$ cat src/design/bgis_pkg.sv
// ----------------------------------------------------------------------------
// bgis_pkg: shared types, constants and gamma tables
// Holds the store geometry, command codes, status codes and the decode and
// encode threshold tables built at elaboration.
// ----------------------------------------------------------------------------
package bgis_pkg;

    localparam int MAX_WIDTH         = 256;
    localparam int MAX_HEIGHT        = 256;
    localparam int ENCODE_INDEX_BITS = 12;

    localparam int COL_W  = $clog2(MAX_WIDTH);
    localparam int ROW_W  = $clog2(MAX_HEIGHT);
    localparam int WD_W   = $clog2(MAX_WIDTH + 1);
    localparam int HD_W   = $clog2(MAX_HEIGHT + 1);
    localparam int ADDR_W = $clog2(MAX_WIDTH * MAX_HEIGHT);
    localparam int CLR_W  = 16 - ENCODE_INDEX_BITS;

    // register indexes
    localparam logic [2:0] REG_IMG_W = 3'd0;
    localparam logic [2:0] REG_IMG_H = 3'd1;
    localparam logic [2:0] REG_INV   = 3'd2;
    localparam logic [2:0] REG_OUT_W = 3'd3;
    localparam logic [2:0] REG_OUT_H = 3'd4;

    // input operations
    localparam logic OP_LOAD   = 1'b0;
    localparam logic OP_SAMPLE = 1'b1;

    // result status
    localparam logic [1:0] ST_LOAD = 2'd0;
    localparam logic [1:0] ST_OK   = 2'd1;
    localparam logic [1:0] ST_OOR  = 2'd2;

    // command kinds between front and back
    localparam logic [1:0] CMD_LOAD = 2'd0;
    localparam logic [1:0] CMD_SKIP = 2'd1;
    localparam logic [1:0] CMD_SAMP = 2'd2;

    localparam logic [2:0] TAG_FINAL = 3'd4;

    typedef logic signed [19:0] t_smp;
    typedef logic signed [27:0] t_res;

    typedef struct packed {
        logic [1:0]        kind;
        logic [ADDR_W-1:0] addr;
        logic [31:0]       data;
        logic [ROW_W-1:0]  iy;
        logic [COL_W-1:0]  ix;
        logic [15:0]       fy;
        logic [15:0]       fx;
        logic [HD_W-1:0]   h;
        logic [WD_W-1:0]   w;
    } t_cmd;

    typedef logic [255:0][16:0] t_tab;

    function automatic longint unsigned fifth_chain(longint unsigned r);
        longint unsigned p;
        p = r << 16;
        for (int n = 0; n < 4; n++) begin
            p = (p * r) >> 16;
        end
        return p;
    endfunction

    // shift-subtract quotient for the elaboration-time tables
    function automatic longint unsigned udiv(longint unsigned n, longint unsigned d);
        longint unsigned q, r;
        q = '0;
        r = '0;
        for (int i = 63; i >= 0; i--) begin
            r = {r[62:0], n[i]};
            if (r >= d) begin
                r    = r - d;
                q[i] = 1'b1;
            end
        end
        return q;
    endfunction

    function automatic logic [16:0] gamma_pow(longint unsigned num, longint unsigned den,
                                              bit up);
        longint unsigned lo, hi, mid, n2, d2, q;
        lo = 0;
        hi = 65536;
        while (lo < hi) begin
            mid = (lo + hi + 1) >> 1;
            if (fifth_chain(mid) * den <= (num << 32)) lo = mid;
            else hi = mid - 1;
        end
        n2 = num * num * lo;
        d2 = den * den;
        q  = up ? udiv(n2 + d2 - 1, d2) : udiv(n2 + (d2 >> 1), d2);
        return q[16:0];
    endfunction

    function automatic t_tab build_dec();
        t_tab t;
        for (int v = 0; v < 256; v++) begin
            t[v] = gamma_pow(longint'(v), 64'd255, 1'b0);
        end
        return t;
    endfunction

    function automatic t_tab build_enc();
        t_tab t;
        t[0] = '0;
        for (int v = 1; v < 256; v++) begin
            t[v] = gamma_pow(longint'(2 * v - 1), 64'd510, 1'b1);
        end
        return t;
    endfunction

    localparam t_tab DEC_TAB = build_dec();
    localparam t_tab ENC_TAB = build_enc();

endpackage

$ cat src/design/bgis_if.sv
// ----------------------------------------------------------------------------
// bgis_if: input and output channels of the scaler
// Valid/ready channels; a word moves when valid and ready are both high.
// ----------------------------------------------------------------------------
interface bgis_in_if;
    logic        valid;
    logic        ready;
    logic        op;
    logic [11:0] row;
    logic [11:0] col;
    logic [7:0]  red_in;
    logic [7:0]  green_in;
    logic [7:0]  blue_in;
    logic [7:0]  alpha_in;

    modport source (output valid, op, row, col, red_in, green_in, blue_in, alpha_in,
                    input ready);
    modport sink   (input valid, op, row, col, red_in, green_in, blue_in, alpha_in,
                    output ready);
endinterface


$ cat src/design/bgis_front.sv
// ----------------------------------------------------------------------------
// bgis_front: configuration and word classification
// Holds the registers, maps sample coordinates to the source grid and
// turns each accepted word into a load, skip or sample command.
// ----------------------------------------------------------------------------
module bgis_front
    import bgis_pkg::*;
(
    input  logic        i_clk,
    input  logic        i_rst_n,
    input  logic        i_cfg_we,
    input  logic [2:0]  i_cfg_idx,
    input  logic [23:0] i_cfg_data,
    bgis_in_if.sink     i_in,
    output logic        o_cmd_v,
    output t_cmd        o_cmd,
    input  logic        i_cmd_rdy
);

    logic [8:0]  r_img_w, r_img_h;
    logic [23:0] r_inv;
    logic [12:0] r_out_w, r_out_h;

    // write configuration registers
    always_ff @(posedge i_clk) begin
        if (!i_rst_n) begin
            r_img_w <= 9'd256;
            r_img_h <= 9'd256;
            r_inv   <= 24'd65536;
            r_out_w <= 13'd256;
            r_out_h <= 13'd256;
        end else if (i_cfg_we) begin
            unique case (i_cfg_idx)
                REG_IMG_W: r_img_w <= i_cfg_data[8:0];
                REG_IMG_H: r_img_h <= i_cfg_data[8:0];
                REG_INV:   r_inv   <= i_cfg_data;
                REG_OUT_W: r_out_w <= i_cfg_data[12:0];
                REG_OUT_H: r_out_h <= i_cfg_data[12:0];
                default: ;
            endcase
        end
    end

    logic [12:0] wv, hv, w, h;
    logic [35:0] sy, sx;
    logic [19:0] iy, ix;
    logic        load_oor, samp_oor;

    // clamp dimensions, map coordinates and classify
    always_comb begin
        wv = {4'b0, r_img_w};
        hv = {4'b0, r_img_h};
        w  = (wv == 13'd0) ? 13'd1 : ((wv > 13'(MAX_WIDTH)) ? 13'(MAX_WIDTH) : wv);
        h  = (hv == 13'd0) ? 13'd1 : ((hv > 13'(MAX_HEIGHT)) ? 13'(MAX_HEIGHT) : hv);
        sy = {24'b0, i_in.row} * {12'b0, r_inv};
        sx = {24'b0, i_in.col} * {12'b0, r_inv};
        iy = sy[35:16];
        ix = sx[35:16];
        load_oor = ({1'b0, i_in.row} >= 13'(MAX_HEIGHT)) ||
                   ({1'b0, i_in.col} >= 13'(MAX_WIDTH));
        samp_oor = ({1'b0, i_in.row} >= r_out_h) || ({1'b0, i_in.col} >= r_out_w) ||
                   (iy >= {7'b0, h}) || (ix >= {7'b0, w});

        o_cmd.addr = ADDR_W'(i_in.row[ROW_W-1:0]) * ADDR_W'(MAX_WIDTH)
                   + ADDR_W'(i_in.col[COL_W-1:0]);
        o_cmd.data = {i_in.alpha_in, i_in.blue_in, i_in.green_in, i_in.red_in};
        o_cmd.iy   = iy[ROW_W-1:0];
        o_cmd.ix   = ix[COL_W-1:0];
        o_cmd.fy   = sy[15:0];
        o_cmd.fx   = sx[15:0];
        o_cmd.h    = h[HD_W-1:0];
        o_cmd.w    = w[WD_W-1:0];
        if (i_in.op == OP_LOAD) o_cmd.kind = load_oor ? CMD_SKIP : CMD_LOAD;
        else                    o_cmd.kind = samp_oor ? CMD_SKIP : CMD_SAMP;
    end

    assign o_cmd_v    = i_in.valid;
    assign i_in.ready = i_cmd_rdy;

endmodule

$ cat src/flat_wrapper.sv
// flat-port wrapper written by rule: the top's interface ports become plain ports
module bgis_front_flat import bgis_pkg::*;
  (i_clk, i_rst_n, i_cfg_we, i_cfg_idx, i_cfg_data, o_cmd_v, o_cmd, i_cmd_rdy, i_in_valid, i_in_op, i_in_row, i_in_col, i_in_red_in, i_in_green_in, i_in_blue_in, i_in_alpha_in, i_in_ready);
  bgis_in_if i_in_i ();
  input  logic i_clk;
  input  logic i_rst_n;
  input  logic i_cfg_we;
  input  logic [2:0] i_cfg_idx;
  input  logic [23:0] i_cfg_data;
  output logic o_cmd_v;
  output t_cmd o_cmd;
  input  logic i_cmd_rdy;
  input wire logic [$bits(i_in_i.valid)-1:0] i_in_valid;
  input wire logic [$bits(i_in_i.op)-1:0] i_in_op;
  input wire logic [$bits(i_in_i.row)-1:0] i_in_row;
  input wire logic [$bits(i_in_i.col)-1:0] i_in_col;
  input wire logic [$bits(i_in_i.red_in)-1:0] i_in_red_in;
  input wire logic [$bits(i_in_i.green_in)-1:0] i_in_green_in;
  input wire logic [$bits(i_in_i.blue_in)-1:0] i_in_blue_in;
  input wire logic [$bits(i_in_i.alpha_in)-1:0] i_in_alpha_in;
  output wire logic [$bits(i_in_i.ready)-1:0] i_in_ready;
  assign i_in_i.valid = i_in_valid;
  assign i_in_i.op = i_in_op;
  assign i_in_i.row = i_in_row;
  assign i_in_i.col = i_in_col;
  assign i_in_i.red_in = i_in_red_in;
  assign i_in_i.green_in = i_in_green_in;
  assign i_in_i.blue_in = i_in_blue_in;
  assign i_in_i.alpha_in = i_in_alpha_in;
  assign i_in_ready = i_in_i.ready;
  bgis_front u_core (.i_clk(i_clk), .i_rst_n(i_rst_n), .i_cfg_we(i_cfg_we), .i_cfg_idx(i_cfg_idx), .i_cfg_data(i_cfg_data), .i_in(i_in_i), .o_cmd_v(o_cmd_v), .o_cmd(o_cmd), .i_cmd_rdy(i_cmd_rdy));
endmodule
$ cat config.mk
export PLATFORM = sky130hd
export DESIGN_NAME = bgis_front_flat
export DESIGN_NICKNAME = d
export VERILOG_FILES = /design/src/design/bgis_pkg.sv /design/src/design/bgis_if.sv /design/src/design/bgis_front.sv /design/src/flat_wrapper.sv
export SDC_FILE = /design/constraint.sdc
export NUM_CORES = 2
export LEC_CHECK = 0
export ABC_CLOCK_PERIOD_IN_PS = 6300
export BUFFER_PORTS_ARGS = -buffer_cell sky130_fd_sc_hd__buf_2
export CORE_UTILIZATION = 50
export CTS_CLUSTER_DIAMETER = 150
export DETAILED_ROUTE_END_ITERATION = 12
export PLACE_DENSITY = 0.83
export SLEW_MARGIN = 20
export SYNTH_ARGS = -nofsm -noshare
export SYNTH_HDL_FRONTEND = slang
export SYNTH_SLANG_ARGS = --single-unit
$ cat constraint.sdc
create_clock -name i_clk -period 6.3 [get_ports i_clk]
set_input_delay 0 -clock i_clk [delete_from_list [all_inputs] [get_ports i_clk]]
set_output_delay 0 -clock i_clk [all_outputs]
set_load 0.03 [all_outputs]
* Word-level counts from Yosys, hierarchy flattened *
Index checks and enable logic that the tools add are counted.

cells by class
  add/subtract/negate cells = 1
  $mul = 2
  divide/modulo/power cells = 0
  $lt $le $gt $ge = 8
  equality and inequality tests = 4
  shifts and indexed selects = 0
  mux-type cells = 7
  bitwise operators = 0
  reductions and logical operators = 12

operators with widths
  kind                                                                 number
  multiplier 12 x 24 -> 36 bit                                         2
  greater-or-equal comparator 20 x 13 -> 1 bit                         2
  greater-or-equal comparator 12 x 13 -> 1 bit                         2
  two-way mux 13 bit                                                   2
  greater-or-equal comparator 12 x 9 -> 1 bit (second input constant)  2
  > comparator 9 bit (second input constant)                           2
  logical NOT 9 bit                                                    2
  two-way mux 9 bit                                                    2
  adder 16 x 8 -> 16 bit                                               1
  AND reduction 2 bit                                                  5
  equality test 3 x 2 -> 1 bit (second input constant)                 2
  logical OR 1 bit                                                     4
  two-way mux 2 bit                                                    2
  equality test 3 x 1 -> 1 bit (second input constant)                 1
  equality test 3 bit (second input constant)                          1
  logical NOT 3 bit                                                    1
  two-way mux 1 bit                                                    1

word-level totals
  register bits after elaboration = 68
  bits in latches = 0
  bits in writable memories = 0
  memory bits (read-only) = 0
  input bits = 89
  logic and storage cells = 39
  memories = 0

* Longest topological paths before layout *
  depth after elaboration = 8
  mapped depth = 32
  mapped depth without buffers = 31

* Worst setup path before layout *
No wires, ideal clock.

  path kind = reg-to-output
  from = register u_core.r_inv[5]
  to = output o_cmd[115] in the netlist's numbering
  arrival = 7.310 ns
  setup slack = -1.010 ns
  stages on the path, launching flop included = 31
  buffers on the path = 1
  path through = dfxtp_1 -> clkbuf_1 -> nand2_1 -> fa_1 -> inv_1 -> fa_1 -> ha_1 -> inv_1 -> fa_1 -> inv_1 -> fa_1 -> ha_1 -> nand2_1 -> nor3_1 -> nor2_1 -> o21ai_0 -> a21oi_1 -> o21a_1 -> o21ai_0 -> a21oi_1 -> xnor2_1 -> ha_1 -> o211ai_1 -> o221ai_1 -> nor3_1 -> and3_1 -> o2111ai_1 -> nor4_1 -> o2111ai_1 -> nor4_2 -> and2_1

RTL lines
  what                      RTL line            RTL
  start: declaration        bgis_front.sv:21    logic [23:0] r_inv;
  start signal: assignment  bgis_front.sv:36    REG_INV: r_inv <= i_cfg_data;
  end: declaration          flat_wrapper.sv:11  output t_cmd o_cmd;

==> metrics.yaml <==
status: "complete, but fails checks"
violations: "negative setup slack"
worstSetupPathType: "reg2out"
root_buffer: "clkbuf_16"
fin_crit_sh_pct: 113
grt_pass1_wl_microns: 112000
row_count: 77
postRouteAntennaNets: 0
worstPathArrival_ps: 7120
layout.cells.non_filler: 3706
port_buffers: 138
dr_total_vias: 20500
synth_cell_types: 83
ir_drop_uv: 165
synth-async-reset-ratio_pct: 0
final_area_sq_mm: 0.0275
dieWidth_microns: 215
cts_num_sinks: 68
place_congestion: 0.955
antenna_found_initial: 6
hold_slack_ps: 0.0116
cts_buffers: 9
syn2layout_area_growth_pct: 21.2
min_path_type: "in2out"
grt_max_degree: 69
synth_warnings: 0
clock_latency_ps: 350
p_leak_uw: 0.0138
drive_gt1_share_pct: 22.2
setup_violations: 2
layout.nets: 3826
layout_setup_ws_ps: -815
ioPinCount: 207
cpPeakStageDelay_ps: 560
slew_violations: 0
dp_hpwl_microns: 58500
gr-total-overflow: 0
core_sq_mm: 0.0444
slowest_stage: "fa_1"
clk_pin_slew_ps: 60
startpoint_type: "flop"
synth-edff-count: 0
cap_violations: 0
rsz0062_at_grt: "yes"
syn-mean-instance-area_sq_um: 8.25
clk_path_buf_depth: 2
fmax_mhz: 141
hold_violations: 0
viasPerCell: 5.53
grt_pass1_vias: 21800
routedWlPerCell_microns: 19.0
p_per_area_mw_per_mm2: 103
drc: 0
dp_slack_ps: -713
postSynthCellCount: 2747
path_max_fanout: 6
wirelength_microns: 70400
dieArea_sq_mm: 0.0462
synth_seq_cells: 68
dp_cells: 3646
firstDrtPassIters: 5
die_h_microns: 215
grtUsageTotal_pct: 30.8
cp_num_buf_inv: 6
placed_area_sq_mm: 0.0263
cts.htree.levels: 3
drt_iter0_markers: 1288
post-route-min-period_ps: 7120
synthesis.area_sq_mm: 0.0227
worst_setup_path_end_kind: "primary output"
slew_headroom_pct: 27.0
seq_area_frac_synth_pct: 6.01
synth_flop_cell: "dfxtp_1"
synth.net_count: 3466
tritoncts: "built"
crit_required_ps: 6300
cp_top_family: "adder cells"
crit_top_cell: "fa_1"
start_util_pct: 51.0
tightest_slew_ps: 1100
finClkSkew_ps: 0
==> final timing paths <==
kind	from	endpoint	slack (ps)	cells past startpoint
worst min-delay path	i_in_red_in[3]	o_cmd[69]	0.01	0
worst max-delay path	u_core.r_inv[5]	o_cmd[115]	-820	31
worst max register to register	u_core.r_inv[19]	u_core.r_inv[19]	5000	3
worst min register to register	u_core.r_img_w[0]	u_core.r_img_w[0]	470	2
==> synthesized netlist by cell type, types with 26 or more instances <==
library cell / instances / area, sq um
clkbuf_1: 122 / 458
inv_1: 527 / 1980
o21ai_0: 26 / 130
and2_1: 211 / 1320
buf_4: 52 / 390
a21o_1: 32 / 240
a21boi_0: 64 / 480
nand4_1: 29 / 181
nor2_1: 43 / 161
nand2_1: 584 / 2190
fa_1: 440 / 8810
dfxtp_1: 68 / 1360
ha_1: 190 / 2380
a21oi_1: 70 / 350
xnor2_1: 30 / 263
==> metrics by stage <==
stage	setup TNS (ps)	total power, uW	util [%]
after floorplan	-157	1500	-
after global placement	-1090	2090	59.2
after detailed placement	-1350	2120	59.2
after CTS	-1670	2770	60.9
after global routing	-2140	2990	61.8
final	-1600	2830	61.8
==> layout by cell type, fill, tap and decap left out, types with 17 or more instances in the layout <==
master,Yosys,routed
a21boi_0,64,64
a21o_1,32,32
a21oi_1,70,54
and2_1,211,206
buf_2,20,136
buf_4,52,372
dfxtp_1,68,52
fa_1,440,437
ha_1,190,174
inv_1,527,523
nand2_1,584,574
nand3_1,18,17
nand4_1,29,29
nor2_1,43,39
o21ai_0,26,19
xnor2_1,30,25
==> cell families (layout without fill, tap and decap cells) <==
family,Yosys count,in the layout,share of synthesized area [%]
other cells,0,2,0
buf+inv,727,1092,13.1
fa+ha+maj,630,630,49.4
compound gates,304,304,9.66
xor+xnor,49,49,1.89
simple gates,965,965,19.8
mux,4,4,0.177
flops,68,68,6.01
==> area by class of cell <==
| type | instances | area [sq um] |
|---|---|---|
| Tap cell | 592 | 741 |
| Sequential cell | 68 | 1400 |
| Antenna cell | 2 | 5.00 |
| Clock buffer | 10 | 229 |
| Fill cell | 3447 | 17000 |
| Timing Repair Buffer | 547 | 3990 |
| Clock inverter | 6 | 111 |
| Multi-Input combinational cell | 1952 | 19000 |
| Inverter | 529 | 1990 |
==> metal layers <==
metal  up-vias  global-route usage, %  part of all wire, %  routed length [microns]
met5         -                      0                0.061                       43
met4         8                   19.0                  7.4                     5190
met3       320                   5.27                  7.7                     5410
met2       993                   52.0                   48                    33800
met1     10100                   36.5                   37                    25900
li1       9052                      -                    -                        -
==> state kept, by name, summed over array words and instances (netlist names) <==
signal          flops
u_core.r_img_h      9
u_core.r_inv       24
u_core.r_out_w     13
u_core.r_out_h     13
u_core.r_img_w      9
==> timing repair <==
action | 4_1_cts | 5_1_grt
gates resized for setup | 44 | 58
buffers inserted | 12 | 17
pin swaps | 37 | 55
endpoints found under the hold margin | 17 | 0
setup endpoints to repair | 2 | 2
hold buffers | 13 | 0
==> power by group <==
part           switching [uW]  internal [uW]  total, uW
combinational            1030            739       1770
sequential               11.2            437        448
clock                     223            388        611
total                    1270           1560       2830
Note: power is estimated with default switching activity, not from simulation.
