[config.mk]
export PLATFORM = sky130hd
export DESIGN_NAME = bgis_queue
export DESIGN_NICKNAME = d
export VERILOG_FILES = /design/src/design/bgis_pkg.sv /design/src/design/bgis_queue.sv
export SDC_FILE = /design/constraint.sdc
export NUM_CORES = 1
export LEC_CHECK = 0
export ABC_AREA = 1
export BUFFER_PORTS_ARGS = -buffer_cell sky130_fd_sc_hd__buf_4
export CAP_MARGIN = 20
export CORE_MARGIN = 2
export CORE_UTILIZATION = 47
export DETAILED_ROUTE_END_ITERATION = 8
export PLACE_DENSITY = 0.8
export SLEW_MARGIN = 20
export SYNTH_ARGS = -nofsm -noshare
export SYNTH_HDL_FRONTEND = slang
export SYNTH_SLANG_ARGS = --single-unit
[constraint.sdc]
create_clock -name i_clk -period 6.14 [get_ports i_clk]
set_clock_uncertainty 0.15 [all_clocks]
set_input_delay 0.307 -clock i_clk [delete_from_list [all_inputs] [get_ports i_clk]]
set_output_delay 0.307 -clock i_clk [all_outputs]
set_load 0.01 [all_outputs]
[src/design/bgis_pkg.sv]
// ----------------------------------------------------------------------------
// bgis_pkg: shared types, constants and gamma tables
// Holds the store geometry, command codes, status codes and the decode and
// encode threshold tables built at elaboration.
// ----------------------------------------------------------------------------
package bgis_pkg;

    localparam int MAX_WIDTH         = 256;
    localparam int MAX_HEIGHT        = 256;
    localparam int ENCODE_INDEX_BITS = 12;

    localparam int COL_W  = $clog2(MAX_WIDTH);
    localparam int ROW_W  = $clog2(MAX_HEIGHT);
    localparam int WD_W   = $clog2(MAX_WIDTH + 1);
    localparam int HD_W   = $clog2(MAX_HEIGHT + 1);
    localparam int ADDR_W = $clog2(MAX_WIDTH * MAX_HEIGHT);
    localparam int CLR_W  = 16 - ENCODE_INDEX_BITS;

    // register indexes
    localparam logic [2:0] REG_IMG_W = 3'd0;
    localparam logic [2:0] REG_IMG_H = 3'd1;
    localparam logic [2:0] REG_INV   = 3'd2;
    localparam logic [2:0] REG_OUT_W = 3'd3;
    localparam logic [2:0] REG_OUT_H = 3'd4;

    // input operations
    localparam logic OP_LOAD   = 1'b0;
    localparam logic OP_SAMPLE = 1'b1;

    // result status
    localparam logic [1:0] ST_LOAD = 2'd0;
    localparam logic [1:0] ST_OK   = 2'd1;
    localparam logic [1:0] ST_OOR  = 2'd2;

    // command kinds between front and back
    localparam logic [1:0] CMD_LOAD = 2'd0;
    localparam logic [1:0] CMD_SKIP = 2'd1;
    localparam logic [1:0] CMD_SAMP = 2'd2;

    localparam logic [2:0] TAG_FINAL = 3'd4;

    typedef logic signed [19:0] t_smp;
    typedef logic signed [27:0] t_res;

    typedef struct packed {
        logic [1:0]        kind;
        logic [ADDR_W-1:0] addr;
        logic [31:0]       data;
        logic [ROW_W-1:0]  iy;
        logic [COL_W-1:0]  ix;
        logic [15:0]       fy;
        logic [15:0]       fx;
        logic [HD_W-1:0]   h;
        logic [WD_W-1:0]   w;
    } t_cmd;

    typedef logic [255:0][16:0] t_tab;

    function automatic longint unsigned fifth_chain(longint unsigned r);
        longint unsigned p;
        p = r << 16;
        for (int n = 0; n < 4; n++) begin
            p = (p * r) >> 16;
        end
        return p;
    endfunction

    // shift-subtract quotient for the elaboration-time tables
    function automatic longint unsigned udiv(longint unsigned n, longint unsigned d);
        longint unsigned q, r;
        q = '0;
        r = '0;
        for (int i = 63; i >= 0; i--) begin
            r = {r[62:0], n[i]};
            if (r >= d) begin
                r    = r - d;
                q[i] = 1'b1;
            end
        end
        return q;
    endfunction

    function automatic logic [16:0] gamma_pow(longint unsigned num, longint unsigned den,
                                              bit up);
        longint unsigned lo, hi, mid, n2, d2, q;
        lo = 0;
        hi = 65536;
        while (lo < hi) begin
            mid = (lo + hi + 1) >> 1;
            if (fifth_chain(mid) * den <= (num << 32)) lo = mid;
            else hi = mid - 1;
        end
        n2 = num * num * lo;
        d2 = den * den;
        q  = up ? udiv(n2 + d2 - 1, d2) : udiv(n2 + (d2 >> 1), d2);
        return q[16:0];
    endfunction

    function automatic t_tab build_dec();
        t_tab t;
        for (int v = 0; v < 256; v++) begin
            t[v] = gamma_pow(longint'(v), 64'd255, 1'b0);
        end
        return t;
    endfunction

    function automatic t_tab build_enc();
        t_tab t;
        t[0] = '0;
        for (int v = 1; v < 256; v++) begin
            t[v] = gamma_pow(longint'(2 * v - 1), 64'd510, 1'b1);
        end
        return t;
    endfunction

    localparam t_tab DEC_TAB = build_dec();
    localparam t_tab ENC_TAB = build_enc();

endpackage

[src/design/bgis_queue.sv]
// ----------------------------------------------------------------------------
// bgis_queue: two-entry command queue
// Decouples the front from the back so that each side stalls on its own.
// ----------------------------------------------------------------------------
module bgis_queue
    import bgis_pkg::*;
(
    input  logic i_clk,
    input  logic i_rst_n,
    input  logic i_push_v,
    input  t_cmd i_push,
    output logic o_push_rdy,
    output logic o_pop_v,
    output t_cmd o_pop,
    input  logic i_pop_rdy
);

    t_cmd       r_ent [2];
    logic       r_wp, r_rp;
    logic [1:0] r_cnt;
    logic       push, pop;

    assign o_push_rdy = (r_cnt != 2'd2);
    assign o_pop_v    = (r_cnt != 2'd0);
    assign o_pop      = r_ent[r_rp];
    assign push       = i_push_v && o_push_rdy;
    assign pop        = o_pop_v && i_pop_rdy;

    // store pushed words
    always_ff @(posedge i_clk) begin
        if (push) r_ent[r_wp] <= i_push;
    end

    // advance pointers and count
    always_ff @(posedge i_clk) begin
        if (!i_rst_n) begin
            r_wp  <= 1'b0;
            r_rp  <= 1'b0;
            r_cnt <= 2'd0;
        end else begin
            if (push) r_wp <= ~r_wp;
            if (pop)  r_rp <= ~r_rp;
            r_cnt <= r_cnt + {1'b0, push} - {1'b0, pop};
        end
    end

endmodule

### Word level (Yosys, flattened, before mapping)

Memories as Yosys holds them, arrays and structs flattened. A register that Yosys moved wholly into a read port is not among the register bits.
Cells that the tools add are included.

| storage, ports and cells | value |
|---|---|
| register bits after elaboration | 4 |
| latch bits | 0 |
| bits in writable memories | 232 |
| ROM bits | 0 |
| bits of input ports | 120 |
| output and inout port bits | 118 |
| memories | 1 |

| cells by class | value |
|---|---|
| add/subtract/negate cells | 2 |
| multipliers | 0 |
| divide/modulo/power cells | 0 |
| $lt $le $gt $ge | 0 |
| equality and inequality tests | 1 |
| shift-type cells | 0 |
| multiplexer cells | 4 |
| bitwise gates (word level) | 2 |
| reductions and logical operators | 3 |

Memories:

| memory | depth | bits a word | rd ports | clocked after Yosys merged registers in | wr ports | line | RTL |
|---|---|---|---|---|---|---|---|
| r_ent | 2 | 116 | 1 | 1 | 1 | bgis_queue.sv:18 | `t_cmd r_ent [2];` |

Operators by type and width:

| operator | count |
|---|---|
| 1-bit two-way mux | 4 |
| 2-bit by 1-bit adder with 2-bit output | 1 |
| 1-bit logical AND | 2 |
| 2-bit != test (second input constant) | 1 |
| 1-bit NOT | 2 |
| 2-bit nonzero test | 1 |
| 2-bit by 1-bit subtractor with 2-bit output | 1 |

### Longest topological paths before layout

Gate-level depths: netlist (run 1).

| logic depth | value |
|---|---|
| word-level depth | 4 |
| mapped depth | 11 |

### Least setup slack after synthesis (run 1)

No wires, ideal clock.

| timing path | value |
|---|---|
| path type | register to register |
| from | reg r_cnt[0] |
| to | mem r_ent[0][0] (netlist bit) (enable) |
| data arrival time | 5.448 ns |
| data required time | 5.398 ns |
| slack | -0.050 ns |
| cell stages (with the launch flop) | 5 |
| buffers on the path | 0 |
| period minus slack after synthesis | 6.190 ns |
| path through | dfxtp_1 -> inv_1 -> nand2_1 -> nand2_1 -> nor2_1 |

| on the way | value |
|---|---|
| longest elaborated chain between the ends | 4 |

Ends and longest elaborated chain:

| what | line | RTL |
|---|---|---|
| start: declaration | bgis_queue.sv:20 | `logic [1:0] r_cnt;` |
| start signal: assignment | bgis_queue.sv:43 | `r_cnt <= r_cnt + {1'b0, push} - {1'b0, pop};` |
| 2-bit != test | bgis_queue.sv:23 | `assign o_push_rdy = (r_cnt != 2'd2);` |
| via o_push_rdy | bgis_queue.sv:12 | `output logic o_push_rdy,` |
| 1-bit logical AND | bgis_queue.sv:26 | `assign push = i_push_v && o_push_rdy;` |
| 1-bit two-way mux | bgis_queue.sv:31 | `if (push) r_ent[r_wp] <= i_push;` |
| 1-bit two-way mux (not written as such) | bgis_queue.sv:31 |  |
| end: declaration | bgis_queue.sv:18 |  |

The timed path passes the listed nets, and every way through them passes these cells.

==> impl_metrics.json, run 1 <==
{
  "postRouteAntennaNets": 0,
  "finalWorstSetupSlack_ns": 2.75,
  "num_io_pins": 238,
  "min_period_ns": 3.39,
  "wirelength_mm": 19.1,
  "numClockSinks": 237,
  "r2r-start": "r_cnt[0]$_SDFF_PN0_",
  "clockBufferDepth": 3,
  "critPathSlowestCell": "dfxtp_4",
  "detail_route.wl_per_cell_um": 18.8,
  "antenna_found_initial": 3,
  "p_int_mw": 3.51,
  "power_frac_clock_pct": 28.4,
  "viasPerCell": 4.95,
  "grt_pass1_wl_mm": 28.6,
  "reg2reg_slack_ns": 3.48,
  "pre_cts_ws_ns": 3.23,
  "cts_tree": "yes",
  "cp.arrival_ns": 2.93,
  "hold_end": "r_ent[1][34]$_DFFE_PP_",
  "max_stage_delay_ns": 1.02,
  "hold_start": "i_push[34]",
  "io_buffer_count": 237,
  "clock-root-buffer": "clkbuf_16",
  "cap_violations": 0,
  "total_power_mw": 4.73,
  "avgSynthCellArea_sq_um": 22.1,
  "finalNetCount": 891,
  "yosysWarningCount": 0,
  "rows": 49,
  "synth_cells": 397,
  "reg2regPathDepth": 5,
  "cp_max_fo": 64,
  "synth-seq-cells": 237,
  "crit_path_end_kind": "output port",
  "setup_viol_count_final": 0,
  "p_leak_nw": 4.89,
  "synth_area_sq_um": 8770,
  "critical_path.top_delay_family": "flip-flops",
  "cts_buffers": 24,
  "fin_hold_ws_ns": 0.379,
  "ir_drop_mv": 0.269,
  "path_clk_slew_ns": 0.06,
  "drive_gt1_share_pct": 49.8,
  "required_ns": 5.68,
  "first_pass_iters": 4,
  "drc_errors": 0,
  "final_max_slew_viol_count": 0,
  "crit_top_cell": "buf_4",
  "worst_slew_pin_slew_ns": 1.09,
  "dpl.hpwl_mm": 10.9,
  "swShare_pct": 25.9,
  "grt_usage_pct": 18.5,
  "r2r-end": "r_ent[1][105]$_DFFE_PP_",
  "post_cts_resized": 0,
  "clock_latency_ns": 0.50,
  "worstSetupPathType": "flip-flop to output port",
  "yosysUniqueCellTypes": 12,
  "dieArea_sq_um": 19800,
  "vias": 5036,
  "fin_tns_setup_ns": 0,
  "path_cells": "buf_4, mux2_2, buf_4",
  "synth_area_leaders": "edfxtp_1 (79%), mux2_2 (9.8%), mux2_4 (6.9%)",
  "htreeDepth": 1,
  "startpoint_type": "flip-flop",
  "final.period_utilization_pct": 55.2,
  "crit_buf_inv": 2,
  "synthDominantCellAreaShare_pct": 79.5,
  "ys_seq_area_share_pct": 80.6,
  "die_x_um": 141,
  "slew_headroom_pct": 27.2,
  "areaGrowthSynthToFinish_pct": 44.9,
  "hold_depth": 2,
  "die_y_um": 141,
  "grt_pass1_vias": 5392,
  "rsz0062_at_grt": "false",
  "gp_congestion": 0.758,
  "hold_viol_final": 0,
  "hp-class": "input port to flip-flop",
  "core_area_sq_um": 18100,
  "grt_max_degree": 87,
  "netlist.top_cell.by_area": "edfxtp_1",
  "clock.fmax_mhz": 295,
  "switchingPower_mw": 1.22,
  "pwr-share-seq_pct": 45.9,
  "grt_overflow_total": 0,
  "p_comb_share_pct": 25.8,
  "power.density_nw_per_um2": 373,
  "initial_core_util_pct": 48.3,
  "synth_fp_nets": 519,
  "drt_iter0_markers": 249,
  "status": "complete, no violations"
}
placed cells by master (no fill, tap or decap), drive strengths merged:
cell type	instances
clkinv	10
a21oi	2
nand3	3
dlygate4sd3	119
mux2	116
ha	2
dfxtp	5
diode	4
inv	7
nand2	9
buf	240
bufinv	1
edfxtp	232
clkbuf	31
nor2	8
layout make-up:
class / count / area [sq um]
clock inverters: 11 / 75.1
repair buffers: 359 / 3010
diodes: 4 / 10.0
well taps: 229 / 287
multi-input cells: 140 / 1580
fillers: 1113 / 5450
clock buffers: 31 / 648
flip-flops and latches: 237 / 7070
inverters: 7 / 28.8
power groups by stage:
| stage | Clock [mW] | Combinational (mW) | Sequential (mW) |
|---|---|---|---|
| CTS | 1.37 | 1.22 | 2.17 |
| finish | 1.34 | 1.22 | 2.17 |
| detailed placement | 0 | 1.15 | 2.20 |
| floorplan | 0 | 0.688 | 2.14 |
| global placement | 0 | 1.12 | 2.19 |
| global route | 1.43 | 1.29 | 2.19 |
sequential cells by signal (all words and copies together), names as in the netlist, named ones only:
register  flops
r_rp          1
r_cnt         2
r_wp          1
r_ent       232
metrics by stage:
step | cells | utilization [%] | cell area [sq um]
6_report | 1018 | 70.0 | 12700
3_5_place_dp | 853 | 59.4 | 10800
4_1_cts | 1014 | 69.9 | 12700
5_1_grt | 1017 | 70.0 | 12700
3_3_place_gp | 853 | 59.4 | 10800
2_1_floorplan | 397 | - | 8770
Yosys cell counts:
cell type / instances
mux2_4: 40
buf_2: 7
inv_1: 7
nand3_1: 3
a21oi_1: 2
dfxtp_1: 5
buf_6: 6
ha_1: 2
nor2_1: 8
edfxtp_1: 232
nand2_1: 9
mux2_2: 76
worst max path at each step:
stage | start | to | slack [ns] | cells past startpoint
2_1_floorplan | r_cnt[0]$_SDFF_PN0_ | r_ent[0][0]$_DFFE_PP_ | 1.90 | 4
5_1_grt | flip-flop | o_pop[63] | 2.60 | 3
3_3_place_gp | flip-flop | o_pop[59] | 3.29 | 3
3_5_place_dp | flip-flop | o_pop[60] | 3.23 | 3
6_report | flip-flop | o_pop[63] | 2.75 | 3
4_1_cts | flip-flop | o_pop[60] | 2.69 | 3
logic make-up after synthesis:
kind of cell / synth area share [%]
compound gates: 0.114
fa+ha+maj: 0.285
buf+inv: 1.47
flops: 80.6
mux: 16.6
simple gates: 0.899
what timing repair did:
item	CTS	global route
hold buffers	119	0
buffers inserted	0	0
endpoints found under the hold margin	237	0
metal layers:
metal | share of wire, % | vias up | global-route usage [%] | wire [um]
li1 | - | 2305 | - | -
met1 | 38 | 2491 | 21.5 | 7340
met2 | 52 | 196 | 33.5 | 9980
met3 | 6.5 | 44 | 4.79 | 1250
met4 | 2.9 | 0 | 6.58 | 563
met5 | 0 | - | 0 | 0
Power figures use the tool's default switching activity.
==> run 2: changes to the inputs <==
==> constraint.sdc (replaced) <==
create_clock -name i_clk -period 2.8 [get_ports i_clk]
set_clock_uncertainty 0.15 [all_clocks]
set_input_delay 0.14 -clock i_clk [delete_from_list [all_inputs] [get_ports i_clk]]
set_output_delay 0.14 -clock i_clk [all_outputs]
set_load 0.01 [all_outputs]
==> impl_metrics.json, run 2 (synthesized netlist as in run 1, its figures left out) <==
{
  "power_frac_clock_pct": 28.5,
  "grt_usage_pct": 18.7,
  "worst_slew_pin_slew_ns": 0.365,
  "max_stage_delay_ns": 0.57,
  "pwr-share-seq_pct": 44.5,
  "path_clk_slew_ns": 0.06,
  "largest_registers": "r_ent x232, r_cnt x2",
  "postPlaceCellArea_sq_um": 10900,
  "hold_viol_final": 0,
  "vias": 5003,
  "gp_congestion": 0.719,
  "wirelength_mm": 19.0,
  "p_int_mw": 7.81,
  "reg2regPathDepth": 10,
  "dpl.hpwl_mm": 11.4,
  "finalWorstSetupSlack_ns": 0.513,
  "drive_gt1_share_pct": 50.3,
  "hold_start": "i_push[83]",
  "num_io_pins": 238,
  "finalNetCount": 895,
  "r2r-end": "r_cnt[1]$_SDFF_PN0_",
  "htreeDepth": 1,
  "cp.arrival_ns": 2.00,
  "layout_common_cells": "buf_4 (237), edfxtp_1 (232), dlygate4sd3_1 (119)",
  "critPathSlowestCell": "dfxtp_4",
  "cts_buffers": 25,
  "areaGrowthSynthToFinish_pct": 46.3,
  "hp-class": "input port to flip-flop",
  "clock.fmax_mhz": 437,
  "io_buffer_count": 237,
  "swShare_pct": 25.7,
  "final.period_utilization_pct": 81.7,
  "first_pass_iters": 5,
  "crit_buf_inv": 2,
  "die_y_um": 141,
  "drc_errors": 0,
  "required_ns": 2.51,
  "setup_viol_count_final": 0,
  "core_area_sq_um": 18100,
  "p_leak_nw": 4.92,
  "numClockSinks": 237,
  "startpoint_type": "flip-flop",
  "crit_path_end_kind": "output port",
  "die_x_um": 141,
  "p_comb_share_pct": 27.0,
  "min_period_ns": 2.29,
  "dieArea_sq_um": 19800,
  "post_cts_resized": 0,
  "drt_iter0_markers": 220,
  "path_cells": "buf_12, mux2_2, buf_4",
  "viasPerCell": 4.90,
  "largest_register_ff_count": 232,
  "rows": 49,
  "r2r-start": "r_cnt[1]$_SDFF_PN0_",
  "cts_hold_buf": 119,
  "regMostFlops": "r_ent",
  "clock_latency_ns": 0.50,
  "grt_pass1_wl_mm": 29.0,
  "final_max_slew_viol_count": 0,
  "status": "complete, no violations",
  "critical_path.top_delay_family": "flip-flops",
  "endpoint": "o_pop[59]",
  "grt_overflow_total": 0,
  "detail_route.wl_per_cell_um": 18.6,
  "rsz0062_at_grt": "false",
  "power.density_nw_per_um2": 819,
  "postLayoutCoreUtil_pct": 70.7,
  "final_common_cell": "buf_4",
  "grt_pass1_vias": 5563,
  "initial_core_util_pct": 48.3,
  "fin_area_sq_um": 12800,
  "slew_headroom_pct": 75.7,
  "path_depth": 3,
  "grt_max_degree": 59,
  "cts_setup_buffers": 0,
  "antenna_found_initial": 1,
  "switchingPower_mw": 2.70,
  "cp_max_fo": 53,
  "pre_cts_ws_ns": 1.03,
  "clockBufferDepth": 3,
  "cap_violations": 0,
  "cts_tree": "yes",
  "ir_drop_mv": 0.727,
  "reg2reg_slack_ns": 1.13,
  "worstSetupPathType": "flip-flop to output port",
  "clock-root-buffer": "clkbuf_16",
  "postRouteAntennaNets": 0
}
## run 2: cell count changes in the layout (fill, tap and decap cells not counted), sizes merged
cell	delta
clkinv	-4
inv	-1
clkinvlp	+1
clkbuf	+5
diode	-2
buf	+3
## run 2: area by class of cell
| class | instances | area (sq um) |
|---|---|---|
| sequential | 237 | 7070 |
| clock inverter | 7 | 53.8 |
| fill | 1087 | 5320 |
| antenna | 2 | 5.00 |
| clock buffer | 36 | 687 |
| tap | 229 | 287 |
| inverter | 7 | 30.0 |
| timing repair buffer | 362 | 3090 |
| multi-input combinational | 140 | 1600 |
## run 2: worst min-delay path by stage
stage	cells past startpoint	to
floorplan	2	r_cnt[0]$_SDFF_PN0_
global placement	1	r_ent[0][10]$_DFFE_PP_
detailed placement	1	r_ent[1][64]$_DFFE_PP_
CTS	2	r_ent[0][11]$_DFFE_PP_
global route	2	r_ent[1][83]$_DFFE_PP_
finish	2	r_ent[0][83]$_DFFE_PP_
## run 2: metrics by stage
step | hold slack, ns | std cells | power [mW] | TNS [ns]
floorplan | 0.0834 | 397 | 6.20 | -1.19
global placement | 0.175 | 856 | 7.32 | 0
detailed placement | 0.177 | 856 | 7.43 | 0
CTS | 0.194 | 1018 | 10.6 | 0
global route | 0.198 | 1019 | 10.9 | 0
finish | 0.215 | 1020 | 10.5 | 0
## run 2: metal layers
layer	global-route usage [%]	vias to the layer above	part of all wire, %
met5	0	-	0
met4	6.47	0	2.8
met3	4.45	41	6.3
met2	35.1	204	54
met1	20.9	2447	37
li1	-	2311	-
## run 2: power groups by stage
| stage | registers, mW | logic (mW) | clock network [mW] |
|---|---|---|---|
| final | 4.68 | 2.83 | 2.99 |
| after global routing | 4.72 | 3.01 | 3.20 |
| after CTS | 4.67 | 2.84 | 3.05 |
| after detailed placement | 4.74 | 2.69 | 0 |
| after global placement | 4.70 | 2.62 | 0 |
| after floorplan | 4.67 | 1.53 | 0 |
==> run 3: changes to the inputs <==
--- a/config.mk
+++ b/config.mk
@@ -5,13 +5,13 @@
 export SDC_FILE = /design/constraint.sdc
 export NUM_CORES = 1
 export LEC_CHECK = 0
-export ABC_AREA = 1
+export ABC_AREA = 0
 export BUFFER_PORTS_ARGS = -buffer_cell sky130_fd_sc_hd__buf_4
 export CAP_MARGIN = 20
 export CORE_MARGIN = 2
-export CORE_UTILIZATION = 47
+export CORE_UTILIZATION = 52
 export DETAILED_ROUTE_END_ITERATION = 8
-export PLACE_DENSITY = 0.8
+export PLACE_DENSITY = 0.83
 export SLEW_MARGIN = 20
 export SYNTH_ARGS = -nofsm -noshare
 export SYNTH_HDL_FRONTEND = slang
==> constraint.sdc (replaced) <==
create_clock -name i_clk -period 2.3 [get_ports i_clk]
set_clock_uncertainty 0.15 [all_clocks]
set_input_delay 0.115 -clock i_clk [delete_from_list [all_inputs] [get_ports i_clk]]
set_output_delay 0.115 -clock i_clk [all_outputs]
set_load 0.01 [all_outputs]
==> impl_metrics.json, run 3 <==
{
  "status": "complete, no violations",
  "grt_overflow_total": 0,
  "vias": 5000,
  "largest_register_ff_count": 232,
  "reg2regPathDepth": 7,
  "post_cts_resized": 0,
  "hold_viol_final": 0,
  "grt_pass1_wl_mm": 29.8,
  "path_clk_slew_ns": 0.06,
  "dpl.hpwl_mm": 11.2,
  "clock-root-buffer": "clkbuf_16",
  "diodes": 0,
  "cp.arrival_ns": 1.92,
  "synthFlopType": "edfxtp_1",
  "startpoint_type": "flip-flop",
  "final.period_utilization_pct": 94.8,
  "regMostFlops": "r_ent",
  "postPlaceCellArea_sq_um": 10900,
  "layout_common_cells": "buf_4 (237), edfxtp_1 (232), dlygate4sd3_1 (119)",
  "final_common_cell": "buf_4",
  "yosysMostFrequentCell": "edfxtp_1",
  "synth-edff-count": 232,
  "detail_route.wl_per_cell_um": 19.5,
  "num_io_pins": 238,
  "largest_registers": "r_ent x232, r_cnt x2",
  "viasPerCell": 5.00,
  "drt_iter0_markers": 186,
  "yosysUniqueCellTypes": 18,
  "cts_tree": "yes",
  "r2r-start": "r_cnt[1]$_SDFF_PN0_",
  "synth_common_cells": "edfxtp_1 (232), mux2_2 (76), mux2_4 (40), buf_2 (7), buf_6 (6)",
  "cts_setup_buffers": 0,
  "crit_path_end_kind": "output port",
  "drive_gt1_share_pct": 51.5,
  "core_area_sq_um": 16500,
  "grt_max_degree": 83,
  "setup_viol_count_final": 0,
  "avgSynthCellArea_sq_um": 22.8,
  "gp_congestion": 0.766,
  "power.density_nw_per_um2": 1020,
  "dieArea_sq_um": 17900,
  "clock.fmax_mhz": 459,
  "drc_errors": 0,
  "io_buffer_count": 237,
  "fin_area_sq_um": 12900,
  "cap_violations": 0,
  "cp_max_fo": 82,
  "synth_area_sq_um": 8760,
  "fin_tns_setup_ns": 0,
  "rsz0062_at_grt": "false",
  "grt_usage_pct": 21.6,
  "final_max_slew_viol_count": 0,
  "endpoint": "o_pop[72]",
  "worstSetupPathType": "flip-flop to output port",
  "htreeDepth": 1,
  "r2r-end": "r_cnt[1]$_SDFF_PN0_",
  "required_ns": 2.04,
  "yosysWarningCount": 0,
  "synth_fp_nets": 507,
  "synth_area_leaders": "edfxtp_1 (80%), mux2_2 (9.8%), mux2_4 (6.9%)",
  "min_period_ns": 2.18,
  "clockBufferDepth": 3,
  "die_y_um": 134,
  "async_flop_share_pct": 0,
  "synth_cells": 385,
  "areaGrowthSynthToFinish_pct": 46.9,
  "postRouteAntennaNets": 0,
  "cts_hold_buf": 119,
  "numClockSinks": 237,
  "worst_slew_pin_slew_ns": 0.537,
  "grt_pass1_vias": 5552,
  "netlist.top_cell.by_area": "edfxtp_1",
  "clock_latency_ns": 0.51,
  "antenna_found_initial": 0,
  "die_x_um": 134,
  "synthDominantCellAreaShare_pct": 79.5,
  "ys_seq_area_share_pct": 80.7,
  "slew_headroom_pct": 64.2,
  "first_pass_iters": 5,
  "p_leak_nw": 4.93,
  "wirelength_mm": 19.5,
  "hp-class": "input port to flip-flop",
  "reg2reg_slack_ns": 0.48,
  "ir_drop_mv": 0.693,
  "cts_buffers": 25,
  "finalNetCount": 883,
  "nFillCells": 836,
  "synth-seq-cells": 237,
  "initial_core_util_pct": 53.0,
  "rows": 47
}
run 3: changes by cell type after synthesis, sizes merged, moves of 2 or more:
cell    previous run  this run
a21oi              2         0
inv                7         1
nand3              3         0
nor2               8         1
nand2b             0         2
xnor2              0         3
nor2b              0         2
nand2              9         2
and2               0         2
run 3: metrics by stage:
stage	worst slack, ns	util (%)	cells	power [mW]	hold WS (ns)
after detailed placement	0.506	65.7	835	9.06	0.153
after global placement	0.595	65.7	835	8.94	0.149
after CTS	0.133	77.9	1000	13.2	0.158
after global routing	0.0517	77.9	1000	13.6	0.169
after floorplan	-0.532	-	385	7.55	0.0639
final	0.119	77.9	1000	13.1	0.179
run 3: cells by family (layout without fill, tap and decap cells):
logic type | after synthesis | count (layout) | synth area share, %
DFF | 237 | 237 | 80.7
muxes | 117 | 117 | 16.7
buffers and inverters | 14 | 409 | 1.21
and+or+nand+nor | 11 | 11 | 0.700
xor gates and xnor gates | 3 | 3 | 0.300
adders and majority gates | 2 | 2 | 0.286
AOI/OAI and AO/OA | 1 | 1 | 0.0857
run 3: layer usage:
| metal | vias up | wire [um] | GRT usage [%] |
|---|---|---|---|
| met2 | 222 | 10500 | 40.6 |
| met1 | 2465 | 7340 | 24.8 |
| li1 | 2283 | - | - |
| met3 | 30 | 1230 | 4.57 |
| met5 | - | 0 | 0 |
| met4 | 0 | 403 | 6.03 |
run 3: how the worst min path moves through the flow:
stage / startpoint / to / slack, ns / cells after the start
2_1_floorplan: i_push[0] / r_ent[0][0]$_DFFE_PP_ / 0.06 / 0
3_3_place_gp: i_push[6] / r_ent[1][6]$_DFFE_PP_ / 0.15 / 1
3_5_place_dp: i_push[49] / r_ent[0][49]$_DFFE_PP_ / 0.15 / 1
4_1_cts: i_push[25] / r_ent[0][25]$_DFFE_PP_ / 0.16 / 2
5_1_grt: i_push[96] / r_ent[0][96]$_DFFE_PP_ / 0.17 / 2
6_report: i_push[33] / r_ent[1][33]$_DFFE_PP_ / 0.18 / 2
run 3: cell type report:
class | instances | area (sq um) | share of cell area, %
tap | 220 | 275 | 2.14
clock buffer | 31 | 668 | 5.19
multi-input combinational | 134 | 1610 | 12.5
inverter | 1 | 3.75 | 0.0292
sequential | 237 | 7070 | 54.9
timing repair buffer | 362 | 3090 | 24.0
clock inverter | 15 | 149 | 1.16
run 3: critical path, stage by stage, from the launching register on:
cell,delay (ns)
dfxtp_4,0.37
buf_12,0.35
mux2_2,0.42
buf_4,0.15
run 3: power breakdown:
group          switching, mW  internal (mW)  total, mW
Combinational           1.65           1.94       3.59
Sequential             0.170           5.43       5.60
Clock                   1.54           2.39       3.93
Total                   3.36           9.76       13.1
